===== src/rtl/core/tcsum_pkg.sv =====
package tcsum_pkg;

  localparam int unsigned DATA_W = 8;
  localparam int unsigned WORD_W = 16;
  localparam int unsigned ADDR_W = 32;
  localparam int unsigned CFG_IDX_W = 2;

  localparam logic [CFG_IDX_W-1:0] CFG_SRC_ADDR = 2'd0;
  localparam logic [CFG_IDX_W-1:0] CFG_DST_ADDR = 2'd1;
  localparam logic [CFG_IDX_W-1:0] CFG_USE_UDP  = 2'd2;

  localparam logic [WORD_W-1:0] PROTO_UDP = 16'h0011;
  localparam logic [WORD_W-1:0] PROTO_TCP = 16'h0006;

  localparam logic [WORD_W-1:0] CK_OFF_UDP = 16'd6;
  localparam logic [WORD_W-1:0] CK_OFF_TCP = 16'd16;

  typedef logic [WORD_W-1:0] word_t;

  typedef struct packed {
    word_t sum;
    word_t len;
  } fin_t;

  function automatic word_t oc_add(input word_t a, input word_t b);
    logic [WORD_W:0] s;
    logic [WORD_W:0] f;
    begin
      s = {1'b0, a} + {1'b0, b};
      f = {1'b0, s[WORD_W-1:0]} + {{WORD_W{1'b0}}, s[WORD_W]};
      oc_add = f[WORD_W-1:0];
    end
  endfunction

endpackage


===== src/rtl/core/tcsum_accum.sv =====
module tcsum_accum #(
  parameter int unsigned LENGTH_BITS = 16
) (
  input  logic                    clk,
  input  logic                    rst_n,
  input  logic                    beat_valid,
  output logic                    beat_ready,
  input  logic [7:0]              data_byte,
  input  logic                    last,
  input  logic                    use_udp,
  output logic                    fin_valid,
  input  logic                    fin_ready,
  output tcsum_pkg::fin_t         fin
);
  import tcsum_pkg::*;

  localparam logic [LENGTH_BITS-1:0] COUNT_MAX = {LENGTH_BITS{1'b1}};

  word_t                  sum_r;
  logic [LENGTH_BITS-1:0] count_r;
  logic [DATA_W-1:0]      high_r;
  logic                   odd_r;
  logic                   fin_valid_r;
  fin_t                   fin_r;

  logic                   take;
  logic                   below_max;
  word_t                  pos;
  word_t                  ck_off;
  logic [DATA_W-1:0]      b;
  word_t                  sum_nxt;
  logic [LENGTH_BITS-1:0] count_nxt;

  assign beat_ready = !fin_valid_r || fin_ready;
  assign take       = beat_valid && beat_ready;
  assign fin_valid  = fin_valid_r;
  assign fin        = fin_r;

  always_comb begin
    below_max = (count_r != COUNT_MAX);
    pos       = WORD_W'(count_r);
    ck_off    = use_udp ? CK_OFF_UDP : CK_OFF_TCP;
    b         = data_byte;
    if (below_max && (pos == ck_off || pos == ck_off + 16'd1)) begin
      b = '0;
    end
    sum_nxt = sum_r;
    if (odd_r) begin
      sum_nxt = oc_add(sum_r, {high_r, b});
    end else if (last) begin
      sum_nxt = oc_add(sum_r, {b, 8'h00});
    end
    count_nxt = below_max ? count_r + 1'b1 : count_r;
  end

  always_ff @(posedge clk) begin
    if (!rst_n) begin
      sum_r       <= '0;
      count_r     <= '0;
      high_r      <= '0;
      odd_r       <= 1'b0;
      fin_valid_r <= 1'b0;
    end else begin
      if (fin_valid_r && fin_ready) begin
        fin_valid_r <= 1'b0;
      end
      if (take) begin
        if (last) begin
          sum_r       <= '0;
          count_r     <= '0;
          high_r      <= '0;
          odd_r       <= 1'b0;
          fin_valid_r <= 1'b1;
        end else begin
          sum_r   <= sum_nxt;
          count_r <= count_nxt;
          high_r  <= b;
          odd_r   <= !odd_r;
        end
      end
    end
  end

  always_ff @(posedge clk) begin
    if (take && last) begin
      fin_r.sum <= sum_nxt;
      fin_r.len <= WORD_W'(count_nxt);
    end
  end

endmodule


===== src/rtl/core/transport_checksum_pseudoheader_unit.sv =====
// Transport checksum unit for UDP or TCP segments over IPv4.
// Segment bytes enter on the in_ channel, one beat per byte, header first,
// with in_last on the final byte. The checksum field of the segment is
// summed as zero. On the final byte the unit adds the pseudo-header built
// from the cfg_ registers and delivers one out_ beat holding the finished
// checksum and the counted segment length.
// Throughput is one byte per cycle while in_ready is high: the running sum is
// at most a single 16-bit one's-complement add per beat. After its final byte
// is accepted, one stage closes the segment sum and the output register then
// adds the pseudo-header sum and the length.
// If the receiver stalls, the output register and one finished segment sum
// hold, and in_ready drops until the output is taken.
// Configuration registers are written through cfg_we, only while no segment
// is in flight; the block leaves that to the user. Synchronous reset clears
// the registers, the running sum, the byte count and all valid flags.
module transport_checksum_pseudoheader_unit #(
  parameter int unsigned LENGTH_BITS = 16
) (
  input  logic                           clk,
  input  logic                           rst_n,
  input  logic                           in_valid,
  output logic                           in_ready,
  input  logic [7:0]                     in_data_byte,
  input  logic                           in_last,
  output logic                           out_valid,
  input  logic                           out_ready,
  output logic [15:0]                    out_checksum,
  output logic [15:0]                    out_segment_length,
  input  logic                           cfg_we,
  input  logic [tcsum_pkg::CFG_IDX_W-1:0] cfg_index,
  input  logic [31:0]                    cfg_wdata
);
  import tcsum_pkg::*;

  logic [ADDR_W-1:0] src_addr_r;
  logic [ADDR_W-1:0] dst_addr_r;
  logic              use_udp_r;
  word_t             pseudo_r;
  word_t             pseudo_nxt;

  logic              fin_valid;
  logic              fin_ready;
  fin_t              fin;

  logic              out_valid_r;
  word_t             checksum_r;
  word_t             length_r;
  word_t             total;

  tcsum_accum #(
    .LENGTH_BITS(LENGTH_BITS)
  ) u_accum (
    .clk       (clk),
    .rst_n     (rst_n),
    .beat_valid(in_valid),
    .beat_ready(in_ready),
    .data_byte (in_data_byte),
    .last      (in_last),
    .use_udp   (use_udp_r),
    .fin_valid (fin_valid),
    .fin_ready (fin_ready),
    .fin       (fin)
  );

  always_ff @(posedge clk) begin
    if (!rst_n) begin
      src_addr_r <= '0;
      dst_addr_r <= '0;
      use_udp_r  <= 1'b0;
    end else if (cfg_we) begin
      case (cfg_index)
        CFG_SRC_ADDR: src_addr_r <= cfg_wdata;
        CFG_DST_ADDR: dst_addr_r <= cfg_wdata;
        CFG_USE_UDP:  use_udp_r  <= cfg_wdata[0];
        default:      ;
      endcase
    end
  end

  always_comb begin
    pseudo_nxt = oc_add(src_addr_r[31:16], src_addr_r[15:0]);
    pseudo_nxt = oc_add(pseudo_nxt, oc_add(dst_addr_r[31:16], dst_addr_r[15:0]));
    pseudo_nxt = oc_add(pseudo_nxt, use_udp_r ? PROTO_UDP : PROTO_TCP);
  end

  always_ff @(posedge clk) begin
    if (!rst_n) begin
      pseudo_r <= '0;
    end else begin
      pseudo_r <= pseudo_nxt;
    end
  end

  assign fin_ready = !out_valid_r || out_ready;
  assign total     = oc_add(oc_add(fin.sum, pseudo_r), fin.len);

  always_ff @(posedge clk) begin
    if (!rst_n) begin
      out_valid_r <= 1'b0;
    end else if (fin_ready) begin
      out_valid_r <= fin_valid;
    end
  end

  always_ff @(posedge clk) begin
    if (fin_valid && fin_ready) begin
      checksum_r <= ~total;
      length_r   <= fin.len;
    end
  end

  assign out_valid          = out_valid_r;
  assign out_checksum       = checksum_r;
  assign out_segment_length = length_r;

endmodule

===== config.mk =====
export PLATFORM = sky130hd
export DESIGN_NAME = transport_checksum_pseudoheader_unit
export DESIGN_NICKNAME = d
export VERILOG_FILES = /design/src/rtl/core/tcsum_pkg.sv /design/src/rtl/core/tcsum_accum.sv /design/src/rtl/core/transport_checksum_pseudoheader_unit.sv
export SDC_FILE = /design/constraint.sdc
export NUM_CORES = 1
export LEC_CHECK = 0
export ABC_AREA = 1
export BUFFER_PORTS_ARGS = -buffer_cell sky130_fd_sc_hd__buf_2
export CORE_MARGIN = 5
export CORE_UTILIZATION = 57
export DETAILED_ROUTE_END_ITERATION = 7
export GPL_ROUTABILITY_DRIVEN = 0
export PLACE_DENSITY = 0.78
export SKIP_LAST_GASP = 1
export SYNTH_ARGS = -nofsm -noshare
export SYNTH_HDL_FRONTEND = slang
export SYNTH_HIERARCHICAL = 1
export SYNTH_SLANG_ARGS = --single-unit

===== constraint.sdc =====
create_clock -name clk -period 8.45 [get_ports clk]
set_input_delay 0.845 -clock clk [delete_from_list [all_inputs] [get_ports clk]]
set_output_delay 0.845 -clock clk [all_outputs]
set_load 0.1 [all_outputs]

==> qor.csv <==
metric,value,unit
sequential element share of the synthesized area,28.7,%
maximum vdd drop,117,µV
"Primary FF master, synth",dfxtp_1,
die height,174,µm
synth warn,6,
total power,3.22,mW
Slew headroom,30.0,%
CTS tree,yes,
Top Family by Delay on Critical Path,simple AND/OR/NAND/NOR gates,
Max Cap Viol,0,
Core Rows,60,
# IOs,82,
flop-to-flop setup slack,420,ps
starting density of the core,57.3,%
post-synth top area share,16.2,%
"commonest non-fill, non-tap cell in the layout",nand2_1,
first-pass GRT wire length,63400,µm
clock sinks,188,
synthesized flop and latch total,188,
area delta synth->final,13.2,%
Mapped Nets,2433,
setup TNS,0,ps
Worst Skew,18.5,ps
P_leak,8.22,nW
DRC violations left,0,
total CTS buffers,17,
cells after synthesis,2266,
CP Launch Type,flop,
pre-CTS setup slack,-311,ps
Buf/Inv on CP,6,
largest area contributor in the netlist,dfxtp_1,
global route overflow,0,
share of layout cells above drive strength 1,15.5,%
HPWL Detailed,29500,µm
fmax,125,MHz
most frequent cells in the layout,"nand2_1, inv_1, nor2_1",
crit path time final,8030,ps
Worst Hold Class,flop to flop,
max incr delay on CP,410,ps
crit path DAT,8420,ps
GRT Util Overall,24.7,%
Stages on worst setup path,58,
final instance area,0.0173,mm²
worst setup margin,422,ps
synth unique cells,53,
Detailed Route WL,39400,µm
I/O Buffers,81,
"CTS clk-pin slew, worst paths",80,ps
CP Max Fanout,3,
final cycle utilization of the critical path,95.0,%
Non-Filler Instances,2721,
Post-synth EDFFs,64,
status,"complete, no violations",
"most used cell, CP",nand2_2,
Pins Over Slew Limit,0,
initial antenna violation count,0,
Post-CTS Hold Buffers,0,
asr flop ratio synth,0,%
wire length per cell after detailed routing,14.5,µm
worst r2r path cells,58,
"Hold Violations, Final",0,
die area,0.0303,mm²
hold slack final,472,ps
Clock Root Buffer,clkbuf_16,
highest-delay cell along the critical path,fa_2,
final net count,2534,
Placed Instances,2665,
CTS max path bufs,2,
H-tree depth,4,
vias in the first global route,13700,
routed via count,14800,
Vias per Instance,5.45,
pwr/cell area,186,mW/mm²
worst skew pair latency,450,ps
Area after DPL,0.0161,mm²
ranking of synthesized cells by area,"dfxtp_1, nand2_1, edfxtp_1",
largest net degree at the start of global routing,82,
DRT Pass-1 Iters,5,
crit end category,flop,
Worst EP required,8850,ps
Worst Tran Pin Value,1050,ps
final setup fails,0,
mapped cell area,0.0153,mm²
Hold Crit Depth,2,
Die Wd,174,µm
Final Util,64.9,%
post-route ant nets,0,
Core Region,0.0267,mm²
Mapped Avg Cell Area,6.76,µm²
type of the worst setup path,flop to flop,
Initial DRC Count,1160,
diodes inserted,0,
==> cell type report <==
| cell class | instances | area [µm²] |
|---|---|---|
| timing repair buffer | 121 | 706 |
| multi-input combinational | 1715 | 9970 |
| inverter | 324 | 1220 |
| tap | 341 | 427 |
| clock buffer | 17 | 425 |
| clock inverter | 15 | 183 |
| fill | 2294 | 9390 |
| sequential | 188 | 4410 |
==> synthesized netlist by cell type, types with 36 or more instances <==
cell type,number
nor2_1,247
dfxtp_1,124
inv_1,309
nor3_1,36
ha_1,113
a21oi_1,149
o21ai_0,132
xnor2_1,36
nand2_2,52
xor2_1,77
nand3_1,150
nand2_1,552
edfxtp_1,64
==> metal layers <==
layer / GRT usage [%] / share of wire, % / vias up
met2: 40.8 / 46 / 508
li1: - / - / 7517
met4: 8.02 / 2.3 / 0
met1: 33.6 / 45 / 6732
met5: 0 / 0 / -
met3: 3.52 / 6.7 / 78
==> power breakdown <==
part	switching (mW)	total (mW)	internal [mW]	leakage [nW]
clock network	0.423	0.827	0.404	0.284
registers	0.0355	1.06	1.02	1.60
logic	0.901	1.33	0.430	6.33
==> what timing repair did <==
item                                    CTS  global route
setup buffers                             6            18
endpoints found under the setup margin    6            14
pin swaps                                 2            41
resized for setup                        10            91
==> flip-flops by register name, indices dropped and copies added (netlist names) <==
name	cells
u_accum/odd_r	1
out_segment_length	16
u_accum/sum_r	16
u_accum/fin	32
out_checksum	16
use_udp_r	1
u_accum/count_r	16
pseudo_r	16
out_valid	1
dst_addr_r	32
u_accum/fin_valid	1
src_addr_r	32
u_accum/high_r	8
==> cells by family after synthesis <==
logic type / count (synthesis) / synth area share, %
XOR/XNOR: 113 / 6.46
buffers and inverters: 363 / 9.02
AO/OA/AOI/OAI: 337 / 11.8
flip-flops: 188 / 28.7
AND/OR/NAND/NOR: 1146 / 33.9
adder cells (fa/ha/maj): 119 / 10.0
==> worst paths after layout <==
path | from | endpoint
worst min-delay path | u_accum/high_r[6] | u_accum/high_r[6]
worst min register to register | u_accum/high_r[6] | u_accum/high_r[6]
worst max-delay path | dst_addr_r[0] | pseudo_r[12]
worst max register to register | dst_addr_r[0] | pseudo_r[12]
==> tightest hold or removal path, stage by stage (launching register included) <==
cell and delay, ps:
dfxtp_1 320, nand2_1 60, a21oi_1 50
No activity file was read; power rests on OpenSTA's default activity.
